<file path="src/design/i2crs_pkg.sv">
// Shared types, codes and defaults for the I2C register access sequencer.
`timescale 1ns / 1ps

package i2crs_pkg;

    localparam int MAX_WRITE_BYTES_DEF = 32;

    // Item kinds
    localparam logic [1:0] ACT_START_RD = 2'd0;
    localparam logic [1:0] ACT_START_WR = 2'd1;
    localparam logic [1:0] ACT_LOAD     = 2'd2;
    localparam logic [1:0] ACT_EVENT    = 2'd3;

    // Engine commands
    localparam logic [2:0] CMD_NONE     = 3'd0;
    localparam logic [2:0] CMD_ADDR     = 3'd1;
    localparam logic [2:0] CMD_DATA     = 3'd2;
    localparam logic [2:0] CMD_STOP     = 3'd3;
    localparam logic [2:0] CMD_ACK      = 3'd4;
    localparam logic [2:0] CMD_NACKSTOP = 3'd5;

    // Transaction status
    localparam logic [2:0] ST_BUSY     = 3'd0;
    localparam logic [2:0] ST_DONE     = 3'd1;
    localparam logic [2:0] ST_REGNACK  = 3'd2;
    localparam logic [2:0] ST_ADDRNACK = 3'd3;
    localparam logic [2:0] ST_ARBLOST  = 3'd4;
    localparam logic [2:0] ST_REJECT   = 3'd5;

    typedef enum logic [1:0] {
        PH_IDLE = 2'd0,
        PH_ADDR = 2'd1,
        PH_REG  = 2'd2,
        PH_READ = 2'd3
    } t_phase;

    // Result of one item; command_byte comes from the buffer when use_buf is set
    typedef struct packed {
        logic [2:0] command;
        logic [7:0] command_byte;
        logic       use_buf;
        logic [2:0] status;
        logic       read_valid;
        logic [7:0] read_byte;
        logic [7:0] read_index;
    } t_result;

endpackage

</file>
<file path="src/design/i2crs_ram.sv">
// Generic single-port-write, single-port-read RAM with registered read data.
`timescale 1ns / 1ps

module i2crs_ram #(
    parameter int WIDTH = 8,
    parameter int DEPTH = i2crs_pkg::MAX_WRITE_BYTES_DEF,
    localparam int AW = (DEPTH > 1) ? $clog2(DEPTH) : 1
) (
    input  logic             i_clk,
    input  logic             i_we,
    input  logic [AW-1:0]    i_waddr,
    input  logic [WIDTH-1:0] i_wdata,
    input  logic             i_re,
    input  logic [AW-1:0]    i_raddr,
    output logic [WIDTH-1:0] o_rdata
);

    logic [WIDTH-1:0] r_mem [DEPTH];
    logic [WIDTH-1:0] r_rdata;

    always_ff @(posedge i_clk) begin
        if (i_we) begin
            r_mem[i_waddr] <= i_wdata;
        end
        if (i_re) begin
            r_rdata <= r_mem[i_raddr];
        end
    end

    assign o_rdata = r_rdata;

endmodule

</file>
<file path="src/design/i2crs_ctrl.sv">
// Transaction sequencer: phase machine, counters and buffer access per item.
`timescale 1ns / 1ps

module i2crs_ctrl #(
    parameter int MAX_WRITE_BYTES = i2crs_pkg::MAX_WRITE_BYTES_DEF,
    localparam int AW = (MAX_WRITE_BYTES > 1) ? $clog2(MAX_WRITE_BYTES) : 1
) (
    input  logic                i_clk,
    input  logic                i_rst_n,
    input  logic                i_accept,
    input  logic [6:0]          i_target_address,
    input  logic [1:0]          i_action,
    input  logic [7:0]          i_reg_addr,
    input  logic [7:0]          i_byte_count,
    input  logic [4:0]          i_buffer_index,
    input  logic [7:0]          i_data_byte,
    input  logic                i_write_done_flag,
    input  logic                i_read_done_flag,
    input  logic                i_rx_nack,
    input  logic                i_clock_hold,
    output i2crs_pkg::t_result  o_res,
    output logic                o_wr_en,
    output logic [AW-1:0]       o_wr_addr,
    output logic [7:0]          o_wr_data,
    output logic                o_rd_en,
    output logic [AW-1:0]       o_rd_addr
);

    localparam logic [8:0] MAXW = 9'(MAX_WRITE_BYTES);

    i2crs_pkg::t_phase r_phase, n_phase;
    logic       r_is_write, n_is_write;
    logic [7:0] r_register_address, n_register_address;
    logic [7:0] r_total_bytes, n_total_bytes;
    logic [7:0] r_bytes_done, n_bytes_done;
    logic [2:0] r_last_status, n_last_status;

    logic [7:0] addr_w;
    logic       count_ok;
    logic [8:0] slot_ext;
    logic [8:0] done_ext;
    logic       slot_ok;
    logic       done_in_buf;
    logic [7:0] done_inc;
    logic       send_data;

    assign addr_w      = {i_target_address, 1'b0};
    assign slot_ext    = 9'(i_buffer_index);
    assign done_ext    = 9'(r_bytes_done);
    assign slot_ok     = slot_ext < MAXW;
    assign done_in_buf = done_ext < MAXW;
    assign done_inc    = r_bytes_done + 8'd1;
    assign count_ok    = (i_action == i2crs_pkg::ACT_START_WR)
                       ? ((i_byte_count != 8'd0) && (9'(i_byte_count) <= MAXW))
                       : (i_byte_count != 8'd0);

    // Write-phase data byte send (buffer read) condition
    assign send_data = (i_action == i2crs_pkg::ACT_EVENT) && (r_phase == i2crs_pkg::PH_REG)
                     && i_write_done_flag && !i_rx_nack && r_is_write
                     && (r_bytes_done < r_total_bytes);

    assign o_wr_en   = i_accept && (i_action == i2crs_pkg::ACT_LOAD) && slot_ok;
    assign o_wr_addr = slot_ext[AW-1:0];
    assign o_wr_data = i_data_byte;
    assign o_rd_en   = i_accept && send_data && done_in_buf;
    assign o_rd_addr = done_ext[AW-1:0];

    // Next state
    always_comb begin
        n_phase            = r_phase;
        n_is_write         = r_is_write;
        n_register_address = r_register_address;
        n_total_bytes      = r_total_bytes;
        n_bytes_done       = r_bytes_done;
        n_last_status      = r_last_status;
        unique case (i_action) inside
            i2crs_pkg::ACT_START_RD, i2crs_pkg::ACT_START_WR: begin
                if (!count_ok) begin
                    n_phase       = i2crs_pkg::PH_IDLE;
                    n_last_status = i2crs_pkg::ST_REJECT;
                end else begin
                    n_is_write         = (i_action == i2crs_pkg::ACT_START_WR);
                    n_register_address = i_reg_addr;
                    n_total_bytes      = i_byte_count;
                    n_bytes_done       = 8'd0;
                    n_last_status      = i2crs_pkg::ST_BUSY;
                    n_phase            = i2crs_pkg::PH_ADDR;
                end
            end
            i2crs_pkg::ACT_LOAD: begin
            end
            default: begin
                unique case (r_phase)
                    i2crs_pkg::PH_ADDR: begin
                        if (i_write_done_flag) begin
                            if (i_clock_hold && !i_rx_nack) begin
                                n_phase = i2crs_pkg::PH_REG;
                            end else if (i_rx_nack) begin
                                n_last_status = i2crs_pkg::ST_ADDRNACK;
                                n_phase       = i2crs_pkg::PH_IDLE;
                            end else begin
                                n_last_status = i2crs_pkg::ST_ARBLOST;
                                n_phase       = i2crs_pkg::PH_IDLE;
                            end
                        end
                    end
                    i2crs_pkg::PH_REG: begin
                        if (i_write_done_flag) begin
                            if (i_rx_nack) begin
                                n_last_status = i2crs_pkg::ST_REGNACK;
                                n_phase       = i2crs_pkg::PH_IDLE;
                            end else if (!r_is_write) begin
                                n_phase = i2crs_pkg::PH_READ;
                            end else if (r_bytes_done >= r_total_bytes) begin
                                n_last_status = i2crs_pkg::ST_DONE;
                                n_phase       = i2crs_pkg::PH_IDLE;
                            end else begin
                                n_bytes_done = done_inc;
                            end
                        end
                    end
                    i2crs_pkg::PH_READ: begin
                        if (i_read_done_flag && i_clock_hold) begin
                            n_bytes_done = done_inc;
                            if (done_inc == r_total_bytes) begin
                                n_last_status = i2crs_pkg::ST_DONE;
                                n_phase       = i2crs_pkg::PH_IDLE;
                            end
                        end
                    end
                    default: begin
                    end
                endcase
            end
        endcase
    end

    // Outputs
    always_comb begin
        o_res            = '0;
        o_res.status     = n_last_status;
        unique case (i_action) inside
            i2crs_pkg::ACT_START_RD, i2crs_pkg::ACT_START_WR: begin
                if (count_ok) begin
                    o_res.command      = i2crs_pkg::CMD_ADDR;
                    o_res.command_byte = addr_w;
                end
            end
            i2crs_pkg::ACT_LOAD: begin
            end
            default: begin
                unique case (r_phase)
                    i2crs_pkg::PH_ADDR: begin
                        if (i_write_done_flag) begin
                            if (i_clock_hold && !i_rx_nack) begin
                                o_res.command      = i2crs_pkg::CMD_DATA;
                                o_res.command_byte = r_register_address;
                            end else if (i_rx_nack) begin
                                o_res.command = i2crs_pkg::CMD_STOP;
                            end
                        end
                    end
                    i2crs_pkg::PH_REG: begin
                        if (i_write_done_flag) begin
                            if (i_rx_nack) begin
                                o_res.command = i2crs_pkg::CMD_STOP;
                            end else if (!r_is_write) begin
                                o_res.command      = i2crs_pkg::CMD_ADDR;
                                o_res.command_byte = addr_w | 8'h01;
                            end else if (r_bytes_done >= r_total_bytes) begin
                                o_res.command = i2crs_pkg::CMD_STOP;
                            end else begin
                                o_res.command = i2crs_pkg::CMD_DATA;
                                o_res.use_buf = done_in_buf;
                            end
                        end
                    end
                    i2crs_pkg::PH_READ: begin
                        if (i_read_done_flag && i_clock_hold) begin
                            o_res.read_valid = 1'b1;
                            o_res.read_byte  = i_data_byte;
                            o_res.read_index = r_bytes_done;
                            o_res.command    = (done_inc == r_total_bytes)
                                             ? i2crs_pkg::CMD_NACKSTOP : i2crs_pkg::CMD_ACK;
                        end
                    end
                    default: begin
                    end
                endcase
            end
        endcase
    end

    always_ff @(posedge i_clk) begin
        if (!i_rst_n) begin
            r_phase            <= i2crs_pkg::PH_IDLE;
            r_is_write         <= 1'b0;
            r_register_address <= 8'd0;
            r_total_bytes      <= 8'd0;
            r_bytes_done       <= 8'd0;
            r_last_status      <= i2crs_pkg::ST_BUSY;
        end else if (i_accept) begin
            r_phase            <= n_phase;
            r_is_write         <= n_is_write;
            r_register_address <= n_register_address;
            r_total_bytes      <= n_total_bytes;
            r_bytes_done       <= n_bytes_done;
            r_last_status      <= n_last_status;
        end
    end

endmodule

</file>
<file path="src/design/i2c_register_access_sequencer_core.sv">
// Top level of the I2C register access sequencer: config, result pipeline, buffer RAM.
//
// Usage: write the seven-bit target address through i_cfg_we / i_cfg_wdata while idle.
// Input items (start read, start write, load write byte, bus event) arrive on the
// i_valid / o_ready channel; each accepted item yields exactly one result on the
// o_valid / i_ready channel: an engine command with its byte, the transaction
// status, and a received byte with its index during reads.
// Each result is registered in stage 1 and then in the output register; the
// command is decided and the write-buffer read issued when the item is accepted,
// and the registered RAM data is taken into the output register from stage 1.
// Throughput: one item per cycle while not stalled, limited by one state update per item.
// Loads write the buffer RAM in the cycle they are accepted, so a following send
// always sees the new byte.
// Reset (synchronous, active low) returns the sequencer to idle with status busy
// and empties the pipeline; the buffer contents are undefined until loaded.
// When the receiver stalls, the output register and one staged result hold, and
// o_ready drops only once both are full.
`timescale 1ns / 1ps

module i2c_register_access_sequencer_core #(
    parameter int MAX_WRITE_BYTES = i2crs_pkg::MAX_WRITE_BYTES_DEF
) (
    input  logic       i_clk,
    input  logic       i_rst_n,
    input  logic       i_cfg_we,
    input  logic [6:0] i_cfg_wdata,
    input  logic       i_valid,
    output logic       o_ready,
    input  logic [1:0] i_action,
    input  logic [7:0] i_reg_addr,
    input  logic [7:0] i_byte_count,
    input  logic [4:0] i_buffer_index,
    input  logic [7:0] i_data_byte,
    input  logic       i_write_done_flag,
    input  logic       i_read_done_flag,
    input  logic       i_rx_nack,
    input  logic       i_clock_hold,
    output logic       o_valid,
    input  logic       i_ready,
    output logic [2:0] o_command,
    output logic [7:0] o_command_byte,
    output logic [2:0] o_status,
    output logic       o_read_valid,
    output logic [7:0] o_read_byte,
    output logic [7:0] o_read_index
);

    localparam int AW = (MAX_WRITE_BYTES > 1) ? $clog2(MAX_WRITE_BYTES) : 1;

    logic [6:0] r_target_address;

    logic               accept;
    i2crs_pkg::t_result res;
    logic               wr_en;
    logic [AW-1:0]      wr_addr;
    logic [7:0]         wr_data;
    logic               rd_en;
    logic [AW-1:0]      rd_addr;
    logic [7:0]         rd_data;

    logic               r_s1_valid;
    i2crs_pkg::t_result r_s1;
    logic               r_out_valid;
    i2crs_pkg::t_result r_out;
    logic               s1_move;
    i2crs_pkg::t_result n_out;

    assign s1_move = r_s1_valid && (!r_out_valid || i_ready);
    assign o_ready = !r_s1_valid || s1_move;
    assign accept  = i_valid && o_ready;

    always_ff @(posedge i_clk) begin
        if (!i_rst_n) begin
            r_target_address <= 7'd0;
        end else if (i_cfg_we) begin
            r_target_address <= i_cfg_wdata;
        end
    end

    i2crs_ctrl #(
        .MAX_WRITE_BYTES(MAX_WRITE_BYTES)
    ) u_ctrl (
        .i_clk             (i_clk),
        .i_rst_n           (i_rst_n),
        .i_accept          (accept),
        .i_target_address  (r_target_address),
        .i_action          (i_action),
        .i_reg_addr        (i_reg_addr),
        .i_byte_count      (i_byte_count),
        .i_buffer_index    (i_buffer_index),
        .i_data_byte       (i_data_byte),
        .i_write_done_flag (i_write_done_flag),
        .i_read_done_flag  (i_read_done_flag),
        .i_rx_nack         (i_rx_nack),
        .i_clock_hold      (i_clock_hold),
        .o_res             (res),
        .o_wr_en           (wr_en),
        .o_wr_addr         (wr_addr),
        .o_wr_data         (wr_data),
        .o_rd_en           (rd_en),
        .o_rd_addr         (rd_addr)
    );

    i2crs_ram #(
        .WIDTH(8),
        .DEPTH(MAX_WRITE_BYTES)
    ) u_buf (
        .i_clk   (i_clk),
        .i_we    (wr_en),
        .i_waddr (wr_addr),
        .i_wdata (wr_data),
        .i_re    (rd_en),
        .i_raddr (rd_addr),
        .o_rdata (rd_data)
    );

    // RAM data only changes on a new accept, so it stays aligned with a stalled stage 1
    always_comb begin
        n_out = r_s1;
        if (r_s1.use_buf) begin
            n_out.command_byte = rd_data;
        end
    end

    always_ff @(posedge i_clk) begin
        if (!i_rst_n) begin
            r_s1_valid  <= 1'b0;
            r_out_valid <= 1'b0;
        end else begin
            if (accept) begin
                r_s1_valid <= 1'b1;
            end else if (s1_move) begin
                r_s1_valid <= 1'b0;
            end
            if (s1_move) begin
                r_out_valid <= 1'b1;
            end else if (i_ready) begin
                r_out_valid <= 1'b0;
            end
        end
    end

    always_ff @(posedge i_clk) begin
        if (accept) begin
            r_s1 <= res;
        end
        if (s1_move) begin
            r_out <= n_out;
        end
    end

    assign o_valid        = r_out_valid;
    assign o_command      = r_out.command;
    assign o_command_byte = r_out.command_byte;
    assign o_status       = r_out.status;
    assign o_read_valid   = r_out.read_valid;
    assign o_read_byte    = r_out.read_byte;
    assign o_read_index   = r_out.read_index;

endmodule

</file>
<file path="config.mk">
export PLATFORM = sky130hd
export DESIGN_NAME = i2c_register_access_sequencer_core
export DESIGN_NICKNAME = d
export VERILOG_FILES = /design/src/design/i2crs_pkg.sv /design/src/design/i2crs_ram.sv /design/src/design/i2crs_ctrl.sv /design/src/design/i2c_register_access_sequencer_core.sv
export SDC_FILE = /design/constraint.sdc
export NUM_CORES = 1
export LEC_CHECK = 0
export ABC_AREA = 1
export BUFFER_PORTS_ARGS = -buffer_cell sky130_fd_sc_hd__buf_4
export CAP_MARGIN = 30
export CORE_MARGIN = 1
export CORE_UTILIZATION = 35
export DETAILED_ROUTE_END_ITERATION = 8
export PLACE_DENSITY = 0.56
export SLEW_MARGIN = 20
export SYNTH_ARGS = -nofsm -noshare
export SYNTH_HDL_FRONTEND = slang
export SYNTH_SLANG_ARGS = --single-unit
</file>
<file path="constraint.sdc">
create_clock -name i_clk -period 6.67 [get_ports i_clk]
set_clock_uncertainty 0.1 [all_clocks]
set_input_delay 1.334 -clock i_clk [delete_from_list [all_inputs] [get_ports i_clk]]
set_output_delay 1.334 -clock i_clk [all_outputs]
set_load 0.02 [all_outputs]
</file>
==> key figures <==
Status
  – Status: finished, final reports clean

Place
  – Dpl hpwl: 24300 um
  – Inst Count DP: 1855
  – IO buf count: 79
  – RePlAce Congestion: 0.891
  – Placed Area: 0.0160 mm^2
  – Placement Setup Slack: 2.39 ns

Finish
  – Nets: 1417
  – Fraction of layout cells with a size suffix above 1: 0.118
  – Antenna diodes: 0
  – Commonest non-fill, non-tap cell in the layout: edfxtp_1
  – Most frequent cells in the layout: 327 x edfxtp_1, 248 x nor2_1, 194 x o21ai_0
  – Fill cells: 4031
  – Finished Core Util: 0.411
  – Area grow syn2layout: 15.6%
  – Layout Cells excl Fill: 1923
  – Post-route cell area: 0.0173 mm^2

STA
  – Relative slew slack: 0.301
  – Setup Viol. Count Final: 0
  – Measured slew at the worst slew-check pin: 1.04 ns
  – RSZ-0062 raised after global routing: no
  – Pins Over Slew Limit: 0
  – Fmax: 260 MHz
  – Total Neg Setup Slack: 0 ns
  – Final worst-path cycle share: 0.577
  – Final setup margin: 2.82 ns
  – Final hold slack: 0.318 ns
  – Final hold violation count: 0
  – Min Tclk post-route: 3.85 ns

Floorplan
  – Die width: 209 um
  – Die Area: 0.0435 mm^2
  – Core area: 0.0420 mm^2
  – Io pins: 80
  – Initial Utilization: 0.355
  – # rows: 75
  – Die Height: 209 um

Setup path
  – Worst path required time: 6.73 ns
  – Worst setup SP type: primary input
  – CP Max Fanout: 14
  – Reg2reg start: u_ctrl.r_bytes_done[0]
  – Crit Path Category: primary input to flip-flop
  – CP arrival: 3.90 ns
  – Critical R2R Capture: u_buf.o_rdata[4]
  – CP endpoint kind: flip-flop
  – Slack of the worst reg-to-reg path: 3.45 ns
  – Worst Reg-to-Reg Cells: 6

Power
  – Sequential power share: 0.508
  – Tot Pwr: 5.05 mW
  – P_int: 3.86 mW
  – Switching Fraction: 0.235
  – Power per Cell Area: 293 mW/mm^2
  – Leakage: 6.04 nW
  – Worst IR Drop VDD: 0.190 mV
  – NetSw: 1.19 mW
  – Clock network power share: 0.410
  – Combinational fraction of design power: 0.082

Clock network
  – Post_cts resized: 0
  – Hold buffers post-CTS: 0
  – Post-CTS Setup Bufs: 0
  – CTS buffer count: 38
  – CTS root buf: clkbuf_16
  – Clock Sinks: 366
  – Worst-path clk slew: 0.06 ns
  – Later-pin clock latency in the skew report: 0.54 ns
  – H-tree levels: 2
  – CTS Buffer Depth: 3
  – CTS tree: built

Global route
  – First-pass GRT wire length: 59300 um
  – Pin count of the biggest net entering global routing: 71
  – Initial antenna violation count: 0
  – Vias in the first global route: 10100
  – Gr usage total: 0.179
  – Grt ovf: 0

Synth
  – Adder-cell share of the synthesized area: 0.0109
  – Synth Area in Compound Gates: 0.120
  – Main combinational cell family by area after synthesis: compound AO/OA/AOI/OAI gates
  – Synth area leaders: edfxtp_1 66%, o21ai_0 6.5%, nor2_1 6.2%
  – Post-synth EDFFs: 327
  – Seq cells post-synth: 366
  – Netlist cell types: 34
  – Syn Nets: 1353
  – Post-synth top area share: 0.658
  – Post-synthesis xor/xnor area fraction: 0.00117
  – Register area share after synthesis: 0.710
  – Synth Area in Simple Gates: 0.117
  – Mapped cell area: 0.0149 mm^2
  – Predominant post-synthesis flop cell: edfxtp_1
  – Multiplexer share of the synthesized area: 0.00603
  – Synth warn: 0
  – Fraction of registers with async set/reset: 0
  – Post-Syn Instances: 1293
  – Syn avg cell area: 11.6 um^2
  – Cell taking the most area after synthesis: edfxtp_1

Drt
  – DR pass1 iterations: 5
  – Final wirelength: 39200 um
  – DR iter-0 viols: 998
  – Via Count: 10200
  – WL per Instance: 20.4 um
  – DRT antenna net count: 0
  – Drt drc: 0
  – Vias/cell: 5.31

Hold path
  – Min-delay src: n_out[15]
  – Type of the tightest min-delay check: flip-flop to flip-flop
  – Hold EP: o_read_byte[7]
  – WHS Path Cells: 0

Flow run
  – Max-cap violation count: 0
worst max path at each step:
stage                                start                endpoint  depth (start not counted)
floorplan                          i_ready            o_command[0]                          2
global placement               i_action[1]      u_buf.r_mem[30][2]                          7
detailed placement             i_action[1]      u_buf.r_mem[23][4]                          7
CTS                 u_ctrl.r_bytes_done[0]  u_ctrl.r_bytes_done[0]                         10
global route                   i_action[1]      u_buf.r_mem[29][2]                          7
finish                         i_action[1]      u_buf.r_mem[22][5]                          7
critical path: stages:
cell and delay [ns]:
buf_4 0.12, inv_1 0.20, nor2_1 0.26, inv_1 0.17
nor3_1 0.86, nand3_1 0.33, nor2_1 0.63
synth_stat cells, types with 5 or more instances:
| cell type | count |
|---|---|
| nor2_1 | 248 |
| nand2_1 | 124 |
| dfxtp_1 | 39 |
| o21ai_1 | 5 |
| buf_2 | 10 |
| clkbuf_1 | 52 |
| nand3_1 | 35 |
| inv_1 | 68 |
| ha_1 | 13 |
| mux2_2 | 8 |
| o22ai_1 | 77 |
| nand4_1 | 9 |
| a21oi_1 | 50 |
| o21ai_0 | 194 |
| nor3_1 | 7 |
| edfxtp_1 | 327 |
flip-flops by register name, indices dropped and copies added, names as in the netlist, 2 cells and up:
| signal | count |
|---|---|
| u_ctrl.r_bytes_done | 8 |
| r_target_address | 7 |
| u_buf.r_mem | 256 |
| u_ctrl.r_phase | 2 |
| u_ctrl.r_last_status | 3 |
| r_s1 | 8 |
| o_read_byte | 8 |
| u_buf.o_rdata | 8 |
| u_ctrl.r_register_address | 8 |
| o_status | 3 |
| o_read_index | 8 |
| o_command | 3 |
| u_ctrl.r_total_bytes | 8 |
| n_out | 24 |
| o_command_byte | 8 |
power groups by stage:
| stage | clock [mW] | sequential [mW] | combinational (mW) |
|---|---|---|---|
| floorplan | 0 | 2.61 | 0.232 |
| global placement | 0 | 2.61 | 0.407 |
| detailed placement | 0 | 2.61 | 0.410 |
| CTS | 2.10 | 2.57 | 0.411 |
| global route | 2.18 | 2.57 | 0.455 |
| finish | 2.07 | 2.57 | 0.414 |
cell type report:
type	count	area (um^2)	area share
clock inverter	18	136	0.00790
clock buffer	49	1070	0.0618
multi-input combinational	790	3810	0.221
sequential	366	10600	0.614
timing repair buffer	89	698	0.0405
inverter	72	272	0.0157
tap	539	674	0.0391
cells by family (layout without fill, tap and decap cells):
logic type | count (synthesis) | count (layout)
AOI/OAI and AO/OA | 334 | 334
xor gates and xnor gates | 2 | 2
adders and majority gates | 13 | 13
buffers and inverters | 137 | 228
DFF | 366 | 366
muxes | 8 | 8
and+or+nand+nor | 433 | 433
metal layers:
metal	up-vias	wire, um	part of all wire	track usage
li1	4760	-	-	-
met1	4974	17500	0.45	0.250
met4	0	1020	0.026	0.0641
met2	395	18200	0.46	0.284
met5	-	0	0	0
met3	74	2540	0.065	0.0281
Power figures use the tool's default switching activity.
